[config.mk]
export PLATFORM = sky130hd
export DESIGN_NAME = vomap_ctrl
export DESIGN_NICKNAME = d
export VERILOG_FILES = /design/src/hw/rtl/vomap_pkg.sv /design/src/hw/rtl/vomap_ctrl.sv
export SDC_FILE = /design/constraint.sdc
export NUM_CORES = 1
export LEC_CHECK = 0
export ABC_AREA = 1
export BUFFER_PORTS_ARGS = -buffer_cell sky130_fd_sc_hd__buf_2
export CORE_AREA = 3 3 40 42
export CTS_CLUSTER_SIZE = 40
export DETAILED_ROUTE_END_ITERATION = 16
export DIE_AREA = 0 0 43 45
export GPL_TIMING_DRIVEN = 0
export PLACE_DENSITY = 0.35
export SLEW_MARGIN = 5
export SYNTH_ARGS = -nofsm -noshare
export SYNTH_HDL_FRONTEND = slang
export SYNTH_SLANG_ARGS = --single-unit
[constraint.sdc]
create_clock -name clk -period 1.35 [get_ports clk]
set_input_delay 0.0675 -clock clk [delete_from_list [all_inputs] [get_ports clk]]
set_output_delay 0.0675 -clock clk [all_outputs]
set_load 0.02 [all_outputs]
[src/hw/rtl/vomap_pkg.sv]
// Package for the voxel occupancy map engine.
// Holds the item mode codes, occupancy codes, register indexes, reset values,
// controller states and the command and status structs. No dependencies.
package vomap_pkg;

	localparam int DIM_W = 11;

	localparam logic [2:0] MODE_OCC    = 3'd0;
	localparam logic [2:0] MODE_FREE   = 3'd1;
	localparam logic [2:0] MODE_UNK    = 3'd2;
	localparam logic [2:0] MODE_SET_IN = 3'd3;
	localparam logic [2:0] MODE_CLR_IN = 3'd4;
	localparam logic [2:0] MODE_PROJ   = 3'd5;

	localparam logic [3:0] CODE_UNKNOWN   = 4'd0;
	localparam logic [3:0] CODE_FREE_LOW  = 4'd1;
	localparam logic [3:0] CODE_FREE_WRAP = 4'd9;
	localparam logic [3:0] CODE_FREE      = 4'd10;
	localparam logic [3:0] CODE_OCCUPIED  = 4'd15;

	localparam logic [1:0] CFG_DIM_X = 2'd0;
	localparam logic [1:0] CFG_DIM_Y = 2'd1;
	localparam logic [1:0] CFG_DIM_Z = 2'd2;

	localparam logic [8:0] DIM_X_RST = 9'd256;
	localparam logic [8:0] DIM_Y_RST = 9'd256;
	localparam logic [5:0] DIM_Z_RST = 6'd32;

	typedef enum logic [2:0] {
		ST_CLEAR,
		ST_IDLE,
		ST_SCAN,
		ST_EXEC
	} state_t;

	typedef struct packed {
		logic ready;
		logic clear;
		logic scan;
		logic commit;
	} cmd_t;

	typedef struct packed {
		logic in_valid;
		logic in_proj;
		logic clr_last;
		logic out_free;
	} sts_t;

endpackage

[src/hw/rtl/vomap_ctrl.sv]
// Controller of the voxel occupancy map engine.
// Sequences the clearing pass, item accept, column scan and commit.
// Depends on vomap_pkg.
module vomap_ctrl import vomap_pkg::*; (
	input  logic clk,
	input  logic arst_n,
	input  sts_t sts,
	output cmd_t cmd
);

	state_t state_q;
	state_t state_nxt;

	always_ff @(posedge clk or negedge arst_n) begin
		if (!arst_n) begin
			state_q <= ST_CLEAR;
		end else begin
			state_q <= state_nxt;
		end
	end

	always_comb begin
		state_nxt = state_q;
		cmd = '0;
		unique case (state_q)
			ST_CLEAR: begin
				cmd.clear = 1'b1;
				if (sts.clr_last) begin
					state_nxt = ST_IDLE;
				end
			end
			ST_IDLE: begin
				cmd.ready = 1'b1;
				if (sts.in_valid) begin
					state_nxt = sts.in_proj ? ST_SCAN : ST_EXEC;
				end
			end
			ST_SCAN: begin
				cmd.scan = 1'b1;
				state_nxt = ST_EXEC;
			end
			ST_EXEC: begin
				if (sts.out_free) begin
					cmd.commit = 1'b1;
					state_nxt = ST_IDLE;
				end
			end
			default: begin
				state_nxt = ST_CLEAR;
			end
		endcase
	end

endmodule

# Yosys cells after proc, flatten, opt, wreduce, memory -nomap -nowiden

Cells that the tools add are included.

Eq/ne operators: 6
Muxes and demuxes: 10
Reduce and logical (&&, ||, !) cells: 2

Operator list:

| kind               | number |
|---|---|
| $pmux 3 s4         | 1 |
| $mux 3             | 3 |
| $eq 3x2->1 const B | 2 |
| $mux 1             | 6 |
| $ne 2x2->1 const B | 3 |
| $eq 3x1->1 const B | 1 |
| $logic_not 3->1    | 1 |
| $reduce_and 3->1   | 1 |

Flip-flop bits (word level): 3
Input port bits: 6
Output and inout port bits: 4
Word-level logic and storage cells: 19

# Logic depth before layout (Yosys ltp)

Depth after elaboration: 3
Mapped depth: 7
Mapped depth without buffers: 7

# Worst setup path after synthesis

No wires, ideal clock.

Kind: register to register
Start point: register state_q[0]
End point: register state_q[0]
Setup time: 0.116 ns
Arrival time: 1.055 ns
Required time: 1.234 ns
Slack: 0.179 ns
Stages on the path, launching flop included: 8
Path buffers: 0
Clock period less this slack: 1.171 ns
Path through: dfrtp_1 > inv_1 > ha_1 > nand2_2 > nand2_2 > nor2_4 > nand2_1 > nand2_1

Cells in the longest elaborated chain, start to end: 3
Elaborated cells between the ends (all ways): 9
Those cells by class: eq/ne (6); mux (1); reduce/logical (2)

Ends and longest elaborated chain:

| what                                     | line             | source |
|---|---|---|
| start, declared                          | vomap_ctrl.sv:11 | `state_t state_q;` |
| start signal, assigned                   | vomap_ctrl.sv:18 | `state_q <= state_nxt;` |
| $eq 3x1->1, or another cell as far along | vomap_ctrl.sv:25 | `unique case (state_q)` |
| $ne 2x2->1 (no line)                     | -                |  |
| $reduce_and 3->1 (no line)               | -                |  |

Several ways; a longest one is shown, not always the timed one.
A chain may end at the register's enable or synchronous reset.

==> metrics.md <==
| Metric | Value |
|---|---|
| Io pins | 10 |
| Largest Register | state_q |
| Number of diodes | 0 |
| WP data arrival | 1110 ps |
| Layout cells sized above 1 | 45.24% |
| Clock skew | 2.393 ps |
| FF-to-FF setup slack | about 220 ps |
| Setup Fix Bufs, Post-CTS | 0 |
| Main combinational cell family by area after synthesis | simple AND/OR/NAND/NOR gates |
| Hold Crit Start | sts[2] |
| Fmax achieved | roughly 850 MHz |
| Crit Path Max Fanout | 5 |
| Initial antenna violation count | 0 |
| Layout area overhead | 43.50% |
| Slew margin rel. | approximately nine tenths |
| Worst path max stage delay | 410 ps |
| Worst-path clk slew | approximately 30 ps |
| Synth unique cells | 9 |
| Most frequent cells in the layout | 9 x buf_2, 7 x inv_1, 7 x nand2_1 |
| Worst Hold Path Cells | 4 |
| Number of port buffers | 9 |
| Clk Latency, worst-skew pair | 230 ps |
| FF+latch count, synth | 2 |
| Vias per Instance | approximately 3.5 |
| Critical path class | register to output pin |
| Final period utilization | approximately 87% |
| Remaining antenna violation count | 0 |
| Startpoint types | register |
| CP max-delay cell | dfrtp_1 |
| Reg2Reg Depth | 6 |
| CTS Buf Count | 3 |
| Worst reg2reg path startpoint | state_q[0] |
| Synth Area in Adders | between 20% and 30% |
| Clk buf depth | 2 |
| Setup TNS | 0 ps |
| Setup crit end kind | output pin |
| Die ar. | around 0.0019 mm² |
| XOR/XNOR Fraction of Synth Area | 0% |
| Syn Area/Cell | roughly 7.6 µm² |
| Most common cell after layout, fill and taps aside | buf_2 |
| YS warnings | 0 |
| Routed vias | about 200 |
| HP Class | input port to register |
| Cells along the critical path | ha_1 -> nand2_1 -> inv_1 -> buf_2 |
| H-tree depth | 1 |
| Cell family with most CP delay | flip-flops |
| Endpoint, Worst Hold | state_q[0] |
| Max reg flops | 2 |
| Pleak | 0.2050 nW |
| Row count | 13 |
| Final Hold Slack | 114.4 ps |
| Simple-gate share of the synthesized area | 30.51% |
| Filler cells | about 150 |
| Drt drc | 0 |
| Starting Density | 17.23% |
| CTS tree | yes |
| Pwr Density | 2190 mW/mm² |
| Global-route wire length before repair | between 600 and 700 µm |
| FF-to-FF End | state_q[0] |
| Core area | 0.001285 mm² |
| Post-synthesis mux area share | 0% |
| Initial DRC count | 3 |
| Chip width | roughly 43 µm |
| Nets | 55 |
| Maximum VDD drop | about 0.85 mV |
| Crit path time final | 1181 ps |
| WL/cell | 7.123 µm |
| RePlAce Congestion | approximately 0.68 |
| Slew Limit Fails | 0 |
| Largest net degree at the start of global routing | 6 |
| Die height | about 45 µm |
| Max-Cap Viols | 0 |
| CTS resizes | 0 |
| Setup violators final | 0 |
| Buf/Inv on CP | 2 |
| Required @ worst endpoint | approximately 1300 ps |
| Net Count, Synth | 40 |
| Post-DP HPWL | roughly 320 µm |
| Worst slew pin tran | around 170 ps |
| Compound-Gate Fraction of Synth Area | 3.955% |
| Total clock sinks | 2 |
| Root buffer cell | clkbuf_4 |
| Gr usage total | around 5% |
| Sequential-to-total area share from yosys stat | 22.60% |
| Vias in the first global route | approximately 190 |
| Grt ovf | 0 |
| RSZ-0062 raised after global routing | no |
| Syn Inst Count | 29 |
| Cell Area, Synth | between 200 and 250 µm² |
| Routed wire length | 406 µm |
| Status | finished, final reports clean |
| DR pass1 iterations | 4 |
| Fin. Hold Viols | 0 |
| Largest registers | state_q: 2 flops |
[cells in the mapped netlist]
cell     n  area share, %
inv_1    7             12
nand2_1  7             12
ha_1     5             28
nand2_2  4             11
dfrtp_1  2             23
inv_4    1            2.8
nand3_1  1            2.3
nor2_4   1            5.1
o21ai_2  1            4.0
[timing repair]
item                       CTS  global route
hold buffers                 1             0
hold endpoints to repair     2             0
setup endpoints to repair    0             0
[report_power, final]
part | total, mW | internal [mW] | switching (mW)
logic | 0.429 | 0.166 | 0.264
registers | 0.132 | 0.0944 | 0.0372
clock network | 0.135 | 0.0983 | 0.0368
[how the worst max path moves through the flow]
stage | slack (ps) | start | depth (start not counted) | end
final | 170 | state_q[0] | 4 | cmd[0]
after global routing | 80 | state_q[0] | 4 | cmd[0]
after CTS | 140 | state_q[0] | 4 | cmd[0]
after detailed placement | 190 | state_q[0] | 6 | state_q[1]
after global placement | 210 | state_q[0] | 6 | state_q[0]
after floorplan | 180 | state_q[0] | 7 | state_q[0]
[stage by stage]
step | utilization [%] | cell area, µm² | setup WS [ps] | std cells | power, mW
after floorplan | - | 221.5 | 178.7 | 29 | 0.4815
after global placement | 22.20 | 285.3 | 209.1 | 53 | 0.5730
after detailed placement | 22.20 | 285.3 | 194.8 | 53 | 0.5751
after CTS | 24.73 | 317.8 | 142.8 | 57 | 0.7225
after global routing | 24.73 | 317.8 | 83.73 | 57 | 0.7881
final | 24.73 | 317.8 | 169.3 | 57 | 0.6959
[cell type report]
type / instances / area, µm² / share of cell area (%)
repair buffers: 10 / 55.05 / 17.32
well taps: 15 / 18.77 / 5.906
multi-input cells: 19 / 138.9 / 43.70
inverters: 8 / 32.53 / 10.24
clock buffers: 3 / 22.52 / 7.087
flip-flops and latches: 2 / 50.05 / 15.75
[metal layers]
metal	GRT usage, %	vias up	routed length, µm
met5	0	-	0
met2	7.784	7	222
met4	7.229	0	0
met1	5.072	82	140
met3	0.3984	0	43
li1	-	108	-
[worst register-to-register path, delay by kind of cell, from the launching register on]
family	cells	cell delay, ps
and+or+nand+nor	4	300
adders and majority gates	1	220
buffers and inverters	1	90
DFF	1	410
[kinds of logic (layout without fill, tap and decap cells)]
family,after synthesis,count (layout)
AO/OA/AOI/OAI,1,1
adder cells (fa/ha/maj),5,5
buffers and inverters,8,21
flip-flops,2,2
AND/OR/NAND/NOR,13,13
No activity file was read; power rests on OpenSTA's default activity.
